**config.mk**
```make
export PLATFORM = sky130hd
export DESIGN_NAME = rqmf_cfg_regs
export DESIGN_NICKNAME = d
export VERILOG_FILES = /design/src/hdl/rqmf_pkg.sv /design/src/hdl/rqmf_cfg_regs.sv
export SDC_FILE = /design/constraint.sdc
export NUM_CORES = 1
export LEC_CHECK = 0
export ABC_AREA = 1
export BUFFER_PORTS_ARGS = -buffer_cell sky130_fd_sc_hd__buf_2
export CORE_ASPECT_RATIO = 0.75
export CORE_MARGIN = 2
export CORE_UTILIZATION = 46
export CTS_CLUSTER_SIZE = 40
export DETAILED_ROUTE_END_ITERATION = 12
export PLACE_DENSITY = 0.85
export RECOVER_POWER = 50
export SLEW_MARGIN = 20
export SYNTH_ARGS = -nofsm -noshare
export SYNTH_HDL_FRONTEND = slang
export SYNTH_SLANG_ARGS = --single-unit
```
**constraint.sdc**
```tcl
create_clock -name clk -period 0.8 [get_ports clk]
set_input_delay 0.16 -clock clk [delete_from_list [all_inputs] [get_ports clk]]
set_output_delay 0.16 -clock clk [all_outputs]
set_load 0.01 [all_outputs]
```
**src/hdl/rqmf_pkg.sv**
```systemverilog
// ----------------------------------------------------------------------------
// rqmf_pkg: shared types and constants of the read quality and motif filter
// Holds the beat and verdict payloads, the configuration record, register
// indexes and the Phred error probability table in Q1.40.
// ----------------------------------------------------------------------------
package rqmf_pkg;

    // Fixed sizes of the read filter.
    localparam int MAX_PATTERN_LEN_DEF = 64;
    localparam int MAX_UNIT_LEN        = 8;
    localparam int QUEUE_DEPTH_DEF     = 2;
    localparam int PROB_FRAC_BITS      = 40;
    localparam int COUNT_W             = 21;
    localparam int SUM_W               = 64;
    localparam int PROB_W              = 41;
    localparam int CFG_INDEX_W         = 3;
    localparam int CFG_DATA_W          = 64;

    localparam logic [COUNT_W-1:0] MAX_READ_LEN = 21'd1048576;
    localparam logic [7:0]         PHRED_OFFSET = 8'd33;
    localparam logic [7:0]         PHRED_TOP    = 8'd127;

    // Configuration register indexes.
    localparam logic [CFG_INDEX_W-1:0] CFG_MIN_READ_LENGTH   = 3'd0;
    localparam logic [CFG_INDEX_W-1:0] CFG_MAX_MEAN_ERROR    = 3'd1;
    localparam logic [CFG_INDEX_W-1:0] CFG_LEFT_UNIT_CHARS   = 3'd2;
    localparam logic [CFG_INDEX_W-1:0] CFG_LEFT_UNIT_LENGTH  = 3'd3;
    localparam logic [CFG_INDEX_W-1:0] CFG_RIGHT_UNIT_CHARS  = 3'd4;
    localparam logic [CFG_INDEX_W-1:0] CFG_RIGHT_UNIT_LENGTH = 3'd5;
    localparam logic [CFG_INDEX_W-1:0] CFG_UNIT_COPIES       = 3'd6;

    // One base of a read.
    typedef struct packed {
        logic [7:0] base_char;
        logic [7:0] quality_char;
        logic       last_base;
    } base_beat_t;

    // Verdict of one read.
    typedef struct packed {
        logic               keep_read;
        logic [COUNT_W-1:0] read_length;
        logic               length_ok;
        logic               quality_ok;
        logic               left_found;
        logic               right_found;
    } verdict_t;

    // Totals of a finished read, handed from the front to the back.
    typedef struct packed {
        logic [COUNT_W-1:0] base_count;
        logic [SUM_W-1:0]   error_sum;
        logic               left_seen;
        logic               right_seen;
    } read_totals_t;

    // Configuration record.
    typedef struct packed {
        logic [COUNT_W-1:0] min_read_length;
        logic [PROB_W-1:0]  max_mean_error;
        logic [63:0]        left_unit_chars;
        logic [3:0]         left_unit_length;
        logic [63:0]        right_unit_chars;
        logic [3:0]         right_unit_length;
        logic [6:0]         unit_copies;
    } cfg_t;

    // Q1.40 values of 10^(-k/10) for k = 0..9.
    localparam logic [63:0] D0 = 64'd1099511627776;
    localparam logic [63:0] D1 = 64'd873373130350;
    localparam logic [63:0] D2 = 64'd693744936887;
    localparam logic [63:0] D3 = 64'd551061191066;
    localparam logic [63:0] D4 = 64'd437723463125;
    localparam logic [63:0] D5 = 64'd347696105761;
    localparam logic [63:0] D6 = 64'd276184833910;
    localparam logic [63:0] D7 = 64'd219381411577;
    localparam logic [63:0] D8 = 64'd174260849389;
    localparam logic [63:0] D9 = 64'd138420312877;

    // Powers of ten for the decades.
    localparam logic [63:0] T1  = 64'd10;
    localparam logic [63:0] T2  = 64'd100;
    localparam logic [63:0] T3  = 64'd1000;
    localparam logic [63:0] T4  = 64'd10000;
    localparam logic [63:0] T5  = 64'd100000;
    localparam logic [63:0] T6  = 64'd1000000;
    localparam logic [63:0] T7  = 64'd10000000;
    localparam logic [63:0] T8  = 64'd100000000;
    localparam logic [63:0] T9  = 64'd1000000000;
    localparam logic [63:0] T10 = 64'd10000000000;
    localparam logic [63:0] T11 = 64'd100000000000;
    localparam logic [63:0] T12 = 64'd1000000000000;

    // Error probability of each Phred score, rounded half up.
    localparam logic [PROB_W-1:0] ERROR_ROM [128] = '{
        41'(D0), 41'(D1), 41'(D2), 41'(D3), 41'(D4),
        41'(D5), 41'(D6), 41'(D7), 41'(D8), 41'(D9),
        41'((D0 + T1 / 2) / T1), 41'((D1 + T1 / 2) / T1), 41'((D2 + T1 / 2) / T1),
        41'((D3 + T1 / 2) / T1), 41'((D4 + T1 / 2) / T1), 41'((D5 + T1 / 2) / T1),
        41'((D6 + T1 / 2) / T1), 41'((D7 + T1 / 2) / T1), 41'((D8 + T1 / 2) / T1),
        41'((D9 + T1 / 2) / T1),
        41'((D0 + T2 / 2) / T2), 41'((D1 + T2 / 2) / T2), 41'((D2 + T2 / 2) / T2),
        41'((D3 + T2 / 2) / T2), 41'((D4 + T2 / 2) / T2), 41'((D5 + T2 / 2) / T2),
        41'((D6 + T2 / 2) / T2), 41'((D7 + T2 / 2) / T2), 41'((D8 + T2 / 2) / T2),
        41'((D9 + T2 / 2) / T2),
        41'((D0 + T3 / 2) / T3), 41'((D1 + T3 / 2) / T3), 41'((D2 + T3 / 2) / T3),
        41'((D3 + T3 / 2) / T3), 41'((D4 + T3 / 2) / T3), 41'((D5 + T3 / 2) / T3),
        41'((D6 + T3 / 2) / T3), 41'((D7 + T3 / 2) / T3), 41'((D8 + T3 / 2) / T3),
        41'((D9 + T3 / 2) / T3),
        41'((D0 + T4 / 2) / T4), 41'((D1 + T4 / 2) / T4), 41'((D2 + T4 / 2) / T4),
        41'((D3 + T4 / 2) / T4), 41'((D4 + T4 / 2) / T4), 41'((D5 + T4 / 2) / T4),
        41'((D6 + T4 / 2) / T4), 41'((D7 + T4 / 2) / T4), 41'((D8 + T4 / 2) / T4),
        41'((D9 + T4 / 2) / T4),
        41'((D0 + T5 / 2) / T5), 41'((D1 + T5 / 2) / T5), 41'((D2 + T5 / 2) / T5),
        41'((D3 + T5 / 2) / T5), 41'((D4 + T5 / 2) / T5), 41'((D5 + T5 / 2) / T5),
        41'((D6 + T5 / 2) / T5), 41'((D7 + T5 / 2) / T5), 41'((D8 + T5 / 2) / T5),
        41'((D9 + T5 / 2) / T5),
        41'((D0 + T6 / 2) / T6), 41'((D1 + T6 / 2) / T6), 41'((D2 + T6 / 2) / T6),
        41'((D3 + T6 / 2) / T6), 41'((D4 + T6 / 2) / T6), 41'((D5 + T6 / 2) / T6),
        41'((D6 + T6 / 2) / T6), 41'((D7 + T6 / 2) / T6), 41'((D8 + T6 / 2) / T6),
        41'((D9 + T6 / 2) / T6),
        41'((D0 + T7 / 2) / T7), 41'((D1 + T7 / 2) / T7), 41'((D2 + T7 / 2) / T7),
        41'((D3 + T7 / 2) / T7), 41'((D4 + T7 / 2) / T7), 41'((D5 + T7 / 2) / T7),
        41'((D6 + T7 / 2) / T7), 41'((D7 + T7 / 2) / T7), 41'((D8 + T7 / 2) / T7),
        41'((D9 + T7 / 2) / T7),
        41'((D0 + T8 / 2) / T8), 41'((D1 + T8 / 2) / T8), 41'((D2 + T8 / 2) / T8),
        41'((D3 + T8 / 2) / T8), 41'((D4 + T8 / 2) / T8), 41'((D5 + T8 / 2) / T8),
        41'((D6 + T8 / 2) / T8), 41'((D7 + T8 / 2) / T8), 41'((D8 + T8 / 2) / T8),
        41'((D9 + T8 / 2) / T8),
        41'((D0 + T9 / 2) / T9), 41'((D1 + T9 / 2) / T9), 41'((D2 + T9 / 2) / T9),
        41'((D3 + T9 / 2) / T9), 41'((D4 + T9 / 2) / T9), 41'((D5 + T9 / 2) / T9),
        41'((D6 + T9 / 2) / T9), 41'((D7 + T9 / 2) / T9), 41'((D8 + T9 / 2) / T9),
        41'((D9 + T9 / 2) / T9),
        41'((D0 + T10 / 2) / T10), 41'((D1 + T10 / 2) / T10), 41'((D2 + T10 / 2) / T10),
        41'((D3 + T10 / 2) / T10), 41'((D4 + T10 / 2) / T10), 41'((D5 + T10 / 2) / T10),
        41'((D6 + T10 / 2) / T10), 41'((D7 + T10 / 2) / T10), 41'((D8 + T10 / 2) / T10),
        41'((D9 + T10 / 2) / T10),
        41'((D0 + T11 / 2) / T11), 41'((D1 + T11 / 2) / T11), 41'((D2 + T11 / 2) / T11),
        41'((D3 + T11 / 2) / T11), 41'((D4 + T11 / 2) / T11), 41'((D5 + T11 / 2) / T11),
        41'((D6 + T11 / 2) / T11), 41'((D7 + T11 / 2) / T11), 41'((D8 + T11 / 2) / T11),
        41'((D9 + T11 / 2) / T11),
        41'((D0 + T12 / 2) / T12), 41'((D1 + T12 / 2) / T12), 41'((D2 + T12 / 2) / T12),
        41'((D3 + T12 / 2) / T12), 41'((D4 + T12 / 2) / T12), 41'((D5 + T12 / 2) / T12),
        41'((D6 + T12 / 2) / T12), 41'((D7 + T12 / 2) / T12)
    };

endpackage

```
**src/hdl/rqmf_cfg_regs.sv**
```systemverilog
// ----------------------------------------------------------------------------
// rqmf_cfg_regs: configuration registers
// Takes register writes by index and holds the filter settings.
// ----------------------------------------------------------------------------
module rqmf_cfg_regs (
    input  logic                                clk,
    input  logic                                rst_n,
    input  logic                                cfg_valid,
    output logic                                cfg_ready,
    input  logic [rqmf_pkg::CFG_INDEX_W-1:0]    cfg_index,
    input  logic [rqmf_pkg::CFG_DATA_W-1:0]     cfg_data,
    output rqmf_pkg::cfg_t                      cfg
);
    import rqmf_pkg::*;

    cfg_t cfg_reg;
    cfg_t cfg_next;

    // Writes are always taken.
    assign cfg_ready = 1'b1;

    // Decode a write beat into the addressed field.
    always_comb
    begin
        cfg_next = cfg_reg;
        if (cfg_valid)
        begin
            case (cfg_index)
                CFG_MIN_READ_LENGTH:   cfg_next.min_read_length   = cfg_data[COUNT_W-1:0];
                CFG_MAX_MEAN_ERROR:    cfg_next.max_mean_error    = cfg_data[PROB_W-1:0];
                CFG_LEFT_UNIT_CHARS:   cfg_next.left_unit_chars   = cfg_data;
                CFG_LEFT_UNIT_LENGTH:  cfg_next.left_unit_length  = cfg_data[3:0];
                CFG_RIGHT_UNIT_CHARS:  cfg_next.right_unit_chars  = cfg_data;
                CFG_RIGHT_UNIT_LENGTH: cfg_next.right_unit_length = cfg_data[3:0];
                CFG_UNIT_COPIES:       cfg_next.unit_copies       = cfg_data[6:0];
                default:               cfg_next = cfg_reg;
            endcase
        end
    end

    always_ff @(posedge clk or negedge rst_n)
    begin
        if (!rst_n)
        begin
            cfg_reg.min_read_length   <= '0;
            cfg_reg.max_mean_error    <= PROB_W'(64'd1 << PROB_FRAC_BITS);
            cfg_reg.left_unit_chars   <= '0;
            cfg_reg.left_unit_length  <= '0;
            cfg_reg.right_unit_chars  <= '0;
            cfg_reg.right_unit_length <= '0;
            cfg_reg.unit_copies       <= 7'd1;
        end
        else
        begin
            cfg_reg <= cfg_next;
        end
    end

    assign cfg = cfg_reg;

endmodule

```
; ---- Word level (Yosys, flattened, before mapping)
; Index checks and enable logic that the tools add are counted.
[word_totals]
regBits = 205
latch_bits = 0
ramBits = 0
mem_bits_ro = 0
in_bits = 70
output_inout_bits = 206
elab_cells = 21
memories = 0
[op_classes]
n_addsub = 0
n_mul = 0
div_mod_pow = 0
magnitude_cmp = 0
eq_ne = 6
n_shift = 0
muxes = 0
bitwise_logic = 0
n_reduce_logical = 8
[op_table]
columns = op, count
row1 = 2-bit AND reduction, 7
row2 = "3-bit == test, second input constant", 3
row3 = "3-bit by 2-bit == test with 1-bit output, second input constant", 2
row4 = "3-bit by 1-bit == test with 1-bit output, second input constant", 1
row5 = 3-bit logical NOT, 1

; ---- Logic depth before layout (Yosys ltp)
; Gate-level depths: netlist of the first run.
[depth]
word_depth = 2
mapped_depth = 6
ltp_nobuf = 5

; ---- Worst setup path before layout of the first run
; OpenSTA, ideal clock, no wires.
[synth_timing]
path_type = input to register
start = in cfg_index[0] (netlist bit)
end = reg cfg_reg (netlist bit cfg[24])
setup_ns = 0.066
t_arrival_ns = 0.859
required_ns = 0.734
path_slack_ns = -0.125
path_stages = 5
path_buffers = 2
path_cell_list = nor2_2 > buf_2 > buf_2 > nand3_1 > nand2_1
[synth_via]
elab_chain_cells = 2
[synth_lines]
columns = element, line
row1 = from (decl), rqmf_cfg_regs.sv:10  ; input logic [rqmf_pkg::CFG_INDEX_W-1:0] cfg_index,
row2 = 3-bit == test, rqmf_cfg_regs.sv:28  ; case (cfg_index)
row3 = 2-bit AND reduction (no line), --
row4 = to (signal assigned), rqmf_cfg_regs.sv:55  ; cfg_reg <= cfg_next;
row5 = to (decl), rqmf_cfg_regs.sv:16  ; cfg_t cfg_reg;
; No other way between the ends.
; A chain may end at the register's enable or synchronous reset.

; ---- Final worst setup path of the first run
[layout_timing]
start = reg cfg_reg (netlist bit cfg[183])
end = out cfg[183] (netlist bit)
[layout_lines]
columns = element, line
row1 = to (decl), rqmf_cfg_regs.sv:12  ; output rqmf_pkg::cfg_t cfg
; No word-level cell between the ends.

==> impl_results.md, run 1 <==
* Area of the die at between 15000 and 20000 µm²
* Post-synth ARST share at between 90% and 100%
* Cell Chain, Critical Path: buf_6
* DRC errors left at 0
* Leak at about 7.3 nW
* Area Growth Syn to Fin at 61.5%
* Distinct cells, synth at 14
* Syn_nets at around 970
* Final wirelength at 35000 µm
* Critical path type: reg2out
* Crit path arrival time at around 1.2 ns
* CTS Sinks at ~200
* First-pass iteration count of the detailed router at 7
* Via count at approximately 9400
* Tot Pwr at between 30 and 40 mW
* Final ANT Viol Nets at 0
* Most used flip-flop cell after synthesis: dfrtp_1
* R2R depth at 4
* Most common cell in the netlist: nand2_1
* RD Place Congestion at approximately 0.86
* Fillers at between 900 and 1000
* Reg2Reg Capture Point: cfg[114]$_DFFE_PN0P_
* Max clock buf depth at 3
* Root buf cell: clkbuf_16
* Worst slew pin tran at 0.522 ns
* CTS clk-pin slew, worst paths at approximately 0.070 ns
* Standard-cell rows at 41
* H-tree levels at 1
* Slowest-stage cell, CP: dfstp_2
* DP Area at roughly 10000 µm²
* Dpl ws at -0.385 ns
* Initial antenna violation count at 1
* Port Buffers at around 270
* DRT iter0 DRCs at between 1000 and 1500
* Cell area after layout at ~13000 µm²
* Failing checks: setup timing
* Critical path capture point type: output pin
* Slew headroom at 65.2%
* Syn Std Cell Area at 8090 µm²
* Final setup violation count at 353
* Status: finished, violations left
* Largest net degree at the start of global routing at between 40 and 50
* Hold depth at 3
* Die Y at ~120 µm
* Total Routing Usage GR at a little under a third
* Clk_lat worst skew at 0.49 ns
* CP Launch Type: register
* Max reg flops at around 200
* Largest cells by area after synthesis: dfrtp_1, nand2_1, nand3_1, buf_2, buf_4
* Crit path buf inv count at 1
* Die W at 157 µm
* Post-synth EDFFs at 0
* # nets final at ~1500
* Core area at about 17000 µm²
* Avg Inst Size Synth at between 8 and 9 µm²
* Delay of the slowest critical-path stage at 0.57 ns
* Slew Limit Fails at 0
* Hold WC Path Type: in2reg
* Post-DP HPWL at 17200 µm
* Ports at roughly 280
* Starting Density at 47.5%
* Share of cells above drive strength 1 at approximately two fifths
* Maxcap violations at 0
* Pwr dens at between 2000 and 3000 nW/µm²
* CTS tree: built
* CP max FO at 2
* Sequential fraction of the synthesis area at 63.5%
* Clock Skews at 0 ns
* WHS Endpoint: cfg[0]$_DFFE_PN1P_
* R2r setup slk at -0.13 ns
* Worst IR drop on VDD at about 0.0016 V
* FF+latch count, synth at between 200 and 250
* Hold_sp: cfg_data[0]
* Final min period at 1.34 ns
* Synth top cells by count: nand2_1, dfrtp_1, nand3_1, buf_2, clkbuf_1
* Fin util at ~77%
* Required time worst endpoint at 0.64 ns
* Fin worst setup slack at -0.538 ns
* First-pass GRT wire length at approximately 46000 µm
* Tcrit/Tclk final at 167%
* Fmax at around 750 MHz
* Vias per cell at around 5.7
* GRT Residual Overflow at 0
* Origin of the critical flop-to-flop path: cfg[114]$_DFFE_PN0P_
* Cts bufs inserted at 21
* Post-synthesis cell count at 903
* Area leader, netlist: dfrtp_1
* DR WL/cell at approximately 21 µm
* RSZ-0062 raised after global routing: true
* Vias in the first global route at between 8000 and 9000
* Synthesis Warnings at 0
* Final hold violation count at 0
* Yosys top cell area share at between 60% and 70%
* Family with the most delay on the worst path: flip-flops
routing by layer:
metal	wire length [µm]	global-route usage (%)	vias to the layer above
li1	-	-	3825
met1	12100	39.1	4471
met2	16300	50.7	840
met3	4610	9.64	217
met4	1980	13.9	0
met5	0	0	-
through the flow:
| step | std cells | setup TNS, ns | hold slack, ns |
|---|---|---|---|
| floorplan | 903 | -5.03 | -0.136 |
| global placement | 1401 | -61.13 | 0.0817 |
| detailed placement | 1401 | -68.92 | 0.0814 |
| CTS | 1563 | -79.20 | 0.000838 |
| global route | 1633 | -95.69 | 0.0282 |
| finish | 1633 | -84.30 | 0.0276 |
cell families after synthesis:
logic type | count (synthesis) | synth area share [%]
flops | 205 | 63.5
other cells | 1 | 0.0464
buf+inv | 65 | 3.98
simple gates | 632 | 32.5
where the power goes:
part	switching (mW)	total [mW]	internal, mW
registers	1.50	13.8	12.3
clock network	4.32	10.4	6.12
logic	4.98	10.0	5.04
total	10.8	34.3	23.5
cell type report:
| class | count | area [µm²] | share of cell area [%] |
|---|---|---|---|
| antenna | 1 | 2.50 | 0.0192 |
| clock buffer | 25 | 571 | 4.37 |
| clock inverter | 12 | 153 | 1.17 |
| inverter | 5 | 23.8 | 0.182 |
| multi-input combinational | 633 | 2770 | 21.2 |
| sequential | 205 | 5130 | 39.3 |
| tap | 236 | 295 | 2.26 |
| timing repair buffer | 516 | 4100 | 31.4 |
cell usage in the layout (no fill, tap or decap):
| cell type | n |
|---|---|
| buf_12 | 19 |
| buf_2 | 196 |
| buf_4 | 149 |
| buf_6 | 88 |
| bufinv_16 | 3 |
| clkbuf_1 | 2 |
| clkbuf_16 | 21 |
| clkbuf_4 | 1 |
| clkbuf_8 | 3 |
| clkinv_2 | 4 |
| clkinv_4 | 1 |
| clkinvlp_4 | 1 |
| conb_1 | 1 |
| dfrtp_1 | 202 |
| dfrtp_2 | 1 |
| dfstp_2 | 2 |
| diode_2 | 1 |
| dlygate4sd3_1 | 62 |
| inv_1 | 2 |
| inv_2 | 2 |
| inv_6 | 4 |
| nand2_1 | 407 |
| nand2_2 | 22 |
| nand2_4 | 3 |
| nand3_1 | 182 |
| nand3_2 | 12 |
| nor2_1 | 3 |
| nor2_2 | 1 |
| nor2_4 | 2 |
repair_timing:
item | in CTS | in global routing
pin swaps | 0 | 6
hold buffers | 62 | 0
resized for setup | 44 | 73
endpoints found under the setup margin | 205 | 212
buffers inserted | 63 | 71
endpoints found under the hold margin | 380 | 0
worst max path at each step:
stage / start / end / slack (ns) / cells past startpoint
6_report: cfg[183]$_DFFE_PN1P_ / cfg[183] / -0.54 / 1
4_1_cts: cfg[183]$_DFFE_PN1P_ / cfg[183] / -0.51 / 1
3_3_place_gp: cfg_index[1] / cfg[98]$_DFFE_PN0P_ / -0.33 / 7
3_5_place_dp: cfg_index[1] / cfg[136]$_DFFE_PN0P_ / -0.38 / 7
5_1_grt: cfg[183]$_DFFE_PN1P_ / cfg[183] / -0.55 / 1
2_1_floorplan: cfg_index[2] / cfg[82]$_DFFE_PN0P_ / -0.05 / 5
No activity file was read; power rests on OpenSTA's default activity.
==> run 2, diff against run 1 <==
--- a/config.mk
+++ b/config.mk
@@ -9,10 +9,10 @@
 export BUFFER_PORTS_ARGS = -buffer_cell sky130_fd_sc_hd__buf_2
 export CORE_ASPECT_RATIO = 0.75
 export CORE_MARGIN = 2
-export CORE_UTILIZATION = 46
+export CORE_UTILIZATION = 50
 export CTS_CLUSTER_SIZE = 40
 export DETAILED_ROUTE_END_ITERATION = 12
-export PLACE_DENSITY = 0.85
+export PLACE_DENSITY = 0.91
 export RECOVER_POWER = 50
 export SLEW_MARGIN = 20
 export SYNTH_ARGS = -nofsm -noshare
==> run 2 against run 1 <==
Net effect:
- the flow still finishes with violations (setup timing)
- sequential cell count unchanged
- global-route usage up 4.9 points
- die area down 7.8%
- total power decreased by 2.4%
- final cell count is 1.6% lower
- largest power group unchanged
- worst setup slack got worse by 0.030 ns
- register-to-register slack got worse by 0.02 ns
==> impl_results.md, run 2 (synthesis gave the netlist of run 1 again) <==
* Critical path type: reg2out
* Worst slew pin tran at approximately 0.67 ns
* Hold depth at 5
* Maxcap violations at 0
* Hold WC Path Type: in2reg
* Die W at 151 µm
* Cts bufs inserted at 20
* GRT Residual Overflow at 0
* R2R depth at 4
* Share of cells above drive strength 1 at 38.8%
* Cell area after layout at ~13000 µm²
* Leak at ~7.3 nW
* Post-DP HPWL at ~18000 µm
* Dpl ws at -0.416 ns
* Vias in the first global route at roughly 9000
* Fin worst setup slack at -0.567 ns
* RD Place Congestion at about 0.86
* Crit path arrival time at 1.21 ns
* Clock Skews at 0 ns
* Most common cell after layout, fill and taps aside: nand2_1
* Placed cells at between 1000 and 1500
* Status: finished, violations left
* Final ANT Viol Nets at 0
* # nets final at 1454
* Total Routing Usage GR at 36.3%
* Failing checks: setup timing
* Max clock buf depth at 3
* Area Growth Syn to Fin at 61.2%
* Largest net degree at the start of global routing at 63
* Area of the die at between 15000 and 20000 µm²
* Ports at approximately 280
* CTS Sinks at ~210
* Fmax at ~730 MHz
* CP max FO at 2
* DR WL/cell at between 20 and 25 µm
* Crit path buf inv count at 1
* CP Depth at 1
* Die Y at 114 µm
* Non-filler cells, final at 1607
* H-tree levels at 1
* Max reg flops at ~210
* Clk_lat worst skew at between 0.5 and 0.6 ns
* DRT iter0 DRCs at 1287
* Slew headroom at between 50 and 60%
* Total negative slack at -115.40 ns
* CP endpoint: cfg[0]
* Pwr dens at approximately 2600 nW/µm²
* CP Launch Type: register
* Initial antenna violation count at 1
* Vias per cell at about 6
* R2r setup slk at -0.15 ns
* Port Buffers at about 270
* Reg2Reg Capture Point: cfg[169]$_DFFE_PN0P_
* RSZ-0062 raised after global routing: true
* First-pass iteration count of the detailed router at 7
* DRC errors left at 0
* CTS tree: built
* Final min period at between 1 and 1.5 ns
* DP Area at approximately 10000 µm²
* Final hold violation count at 0
* Family with the most delay on the worst path: flip-flops
* Final wirelength at roughly 37000 µm
* Slowest-stage cell, CP: dfstp_2
* Most frequent cells in the layout: nand2_1, buf_2, dfrtp_1, nand3_1, buf_4
* Standard-cell rows at 40
* Tcrit/Tclk final at 171%
* CTS clk-pin slew, worst paths at ~0.070 ns
* Worst IR drop on VDD at 0.00254 V
* Via count at between 9000 and 10000
* Required time worst endpoint at approximately 0.64 ns
* First-pass GRT wire length at a little under 50000 µm
* Slew Limit Fails at 0
* Delay of the slowest critical-path stage at between 0.5 and 0.6 ns
* Final setup violation count at 555
* Critical path capture point type: output pin
* Core area at ~16000 µm²
* Root buf cell: clkbuf_16
* Tot Pwr at around 33 mW
* Starting Density at around half
* CP Launch Point: cfg[0]$_DFFE_PN1P_
* Origin of the critical flop-to-flop path: cfg[169]$_DFFE_PN0P_
* Cell Chain, Critical Path: buf_6
-- run 2: cell types whose count changed in the layout (fill, tap and decap cells not counted), sizes merged --
cell          before  now
dlygate4sd3       62   65
dlymetal6s2s       0    1
bufbuf             0    1
bufinv             3    1
inv                8    5
-- run 2: through the flow --
| stage | util [%] | hold slack, ns |
|---|---|---|
| 4_1_cts | 76.4 | 0.0446 |
| 3_5_place_dp | 64.0 | 0.00725 |
| 5_1_grt | 81.9 | 0.177 |
| 6_report | 81.9 | 0.169 |
| 2_1_floorplan | - | -0.136 |
| 3_3_place_gp | 64.0 | 0.00480 |
-- run 2: worst min-delay path by stage --
| stage | startpoint | end | slack, ns |
|---|---|---|---|
| floorplan | rst_n | cfg[100]$_DFFE_PN0P_ | -0.14 |
| global placement | rst_n | cfg[19]$_DFFE_PN0P_ | 0.005 |
| detailed placement | rst_n | cfg[19]$_DFFE_PN0P_ | 0.007 |
| CTS | rst_n | cfg[193]$_DFFE_PN0P_ | 0.04 |
| global route | cfg_index[0] | cfg[10]$_DFFE_PN0P_ | 0.18 |
| finish | cfg_index[0] | cfg[8]$_DFFE_PN0P_ | 0.17 |
-- run 2: timing repair --
action                     4_1_cts  5_1_grt
setup endpoints to repair      205      221
buffers inserted                66       71
pin swaps                        0        7
hold endpoints to repair       387        0
hold buffers                    65        0
resized for setup               36       95
gates cloned                     0        0
-- run 2: area by class of cell --
type	count	area, µm²
diodes	1	2.50
clock buffers	27	547
clock inverters	7	77.6
fillers	801	2880
inverters	5	23.8
multi-input cells	633	2830
flip-flops and latches	205	5130
well taps	210	263
repair buffers	519	4160
-- run 2: power by group --
part / switching (mW) / internal (mW) / total (mW)
clock network: 4.15 / 5.16 / 9.31
logic: 5.21 / 5.05 / 10.3
registers: 1.58 / 12.3 / 13.9
-- run 2: per-layer routing --
layer / global-route usage, % / part of all wire, % / vias up
li1: - / - / 3844
met1: 45.9 / 33 / 4570
met2: 58.4 / 46 / 1026
met3: 9.76 / 13 / 331
met4: 17.7 / 8.3 / 0
met5: 0 / 0 / -
==> run 3, diff against run 2 <==
--- a/config.mk
+++ b/config.mk
@@ -14,6 +14,7 @@
 export DETAILED_ROUTE_END_ITERATION = 12
 export PLACE_DENSITY = 0.91
 export RECOVER_POWER = 50
+export SKIP_CTS_REPAIR_TIMING = 1
 export SLEW_MARGIN = 20
 export SYNTH_ARGS = -nofsm -noshare
 export SYNTH_HDL_FRONTEND = slang
==> run 3 against run 2 <==
Net effect:
- the flow still finishes with violations (setup timing)
- via count fell by 8.9%
- count of clock-buffer cells in the layout did not move
- worst hold slack got worse by 0.16 ns
- sequential power barely moved
- clock power fell by 1%
- die area did not move
- combinational power fell by 17%
- non-clock buffer count fell by 58
- maximum frequency rose by 2.8%
- worst setup slack improved by 0.038 ns
- highest routed layer unchanged
==> impl_results.md, run 3 (synthesis gave the netlist of run 1 again) <==
* Status: finished, violations left
* Failing checks: setup timing
* Vias per cell at 5.75
* CP max FO at 2
* Starting Density at 50.8%
* Total Routing Usage GR at 29.5%
* Hold WC Path Type: in2reg
* Largest net degree at the start of global routing at 63
* Tcrit/Tclk final at 166%
* CTS Sinks at between 200 and 250
* Share of cells above drive strength 1 at between 30% and 40%
* Root buf cell: clkbuf_16
* Pwr dens at 2570 nW/µm²
* R2R depth at 3
* Area of the die at approximately 17000 µm²
* Fin util at roughly 77%
* Max clock buf depth at 3
* Hold depth at 3
* Antenna fix cells at 0
* Reg2Reg Capture Point: cfg[140]$_DFFE_PN0P_
* Ports at around 280
* Crit path buf inv count at 1
* Initial antenna violation count at 0
* Via count at 8900
* Worst slew pin tran at between 0.7 and 0.8 ns
* Port Buffers at between 200 and 300
* Most common cell after layout, fill and taps aside: nand2_1
* Die W at around 150 µm
* Vias in the first global route at approximately 7600
* Max reg flops at 205
* Final wirelength at approximately 32000 µm
* R2r setup slk at -0.07 ns
* CP Launch Type: register
* First-pass GRT wire length at between 30000 and 40000 µm
* Leak at 6.94 nW
* Final hold violation count at 0
* Slew headroom at 49.5%
* WHS Endpoint: cfg[144]$_DFFE_PN0P_
* CTS clk-pin slew, worst paths at 0.06 ns
* Final min period at between 1 and 1.5 ns
* GRT Residual Overflow at 0
* Critical path type: reg2out
* Crit path arrival time at 1.17 ns
* Fin worst setup slack at -0.530 ns
* First-pass iteration count of the detailed router at 7
* RSZ-0062 raised after global routing: true
* Most frequent cells in the layout: nand2_1, buf_2, dfrtp_1, nand3_1, buf_4
* Slew Limit Fails at 0
* Cell Chain, Critical Path: buf_6
* Cts bufs inserted at 20
* Core area at approximately 16000 µm²
* DRT iter0 DRCs at between 900 and 1000
* Maxcap violations at 0
* # nets final at around 1400
* Critical path capture point type: output pin
* Clk_lat worst skew at ~0.50 ns
* CTS tree: built
* H-tree levels at 1
* Post-DP HPWL at roughly 18000 µm
* Non-filler cells, final at 1548
* Area Growth Syn to Fin at 51.9%
* DR WL/cell at slightly above 20 µm
* Delay of the slowest critical-path stage at 0.56 ns
* Hold_sp: cfg_data[1]
* Final setup violation count at around 530
* Fmax at 752 MHz
* Origin of the critical flop-to-flop path: cfg[140]$_DFFE_PN0P_
* RD Place Congestion at roughly 0.86
* Final ANT Viol Nets at 0
* Standard-cell rows at 40
* Family with the most delay on the worst path: flip-flops
* Worst IR drop on VDD at 0.00232 V
* Placed cells at ~1400
* Clock Skews at 0 ns
* Slowest-stage cell, CP: dfstp_2
* DRC errors left at 0
* Required time worst endpoint at between 0.6 and 0.7 ns
* Die Y at around 110 µm
* Total negative slack at -119.50 ns
run 3: per-layer routing:
| metal | vias to the layer above | share of wire (%) | GRT usage, % |
|---|---|---|---|
| li1 | 3732 | - | - |
| met1 | 4229 | 36 | 41.2 |
| met2 | 776 | 47 | 46.7 |
| met3 | 163 | 12 | 7.17 |
| met4 | 0 | 5.3 | 8.35 |
| met5 | - | 0 | 0 |
run 3: metrics by stage:
step	total power [mW]	worst slack, ns	area, µm²	hold slack (ns)
after floorplan	16.4	-0.0472	8300	-0.136
after global placement	19.6	-0.357	10200	0.00480
after detailed placement	20.0	-0.416	10200	0.00725
after CTS	29.1	-0.557	10800	-0.513
after global routing	32.8	-0.553	12300	0.0134
final	31.6	-0.530	12300	0.00928
run 3: worst max-delay path by stage:
stage / startpoint / end / slack [ns] / cells past startpoint
finish: cfg[0]$_DFFE_PN1P_ / cfg[0] / -0.53 / 1
global route: cfg[0]$_DFFE_PN1P_ / cfg[0] / -0.55 / 1
CTS: cfg[0]$_DFFE_PN1P_ / cfg[0] / -0.56 / 1
detailed placement: cfg_valid / cfg[150]$_DFFE_PN0P_ / -0.42 / 8
global placement: cfg_index[1] / cfg[5]$_DFFE_PN0P_ / -0.36 / 7
floorplan: cfg_index[2] / cfg[82]$_DFFE_PN0P_ / -0.05 / 5
run 3: where the power goes:
group          internal, mW  total [mW]  switching (mW)
logic                  4.05        8.60            4.54
registers              12.3        13.8            1.42
clock network          5.15        9.20            4.05
total                  21.5        31.6            10.0
run 3: area by class of cell:
class | count | area, µm²
multi-input combinational | 633 | 2720
timing repair buffer | 461 | 3520
inverter | 5 | 23.8
clock inverter | 7 | 77.6
clock buffer | 27 | 547
tap | 210 | 263
fill | 971 | 3630
sequential | 205 | 5130
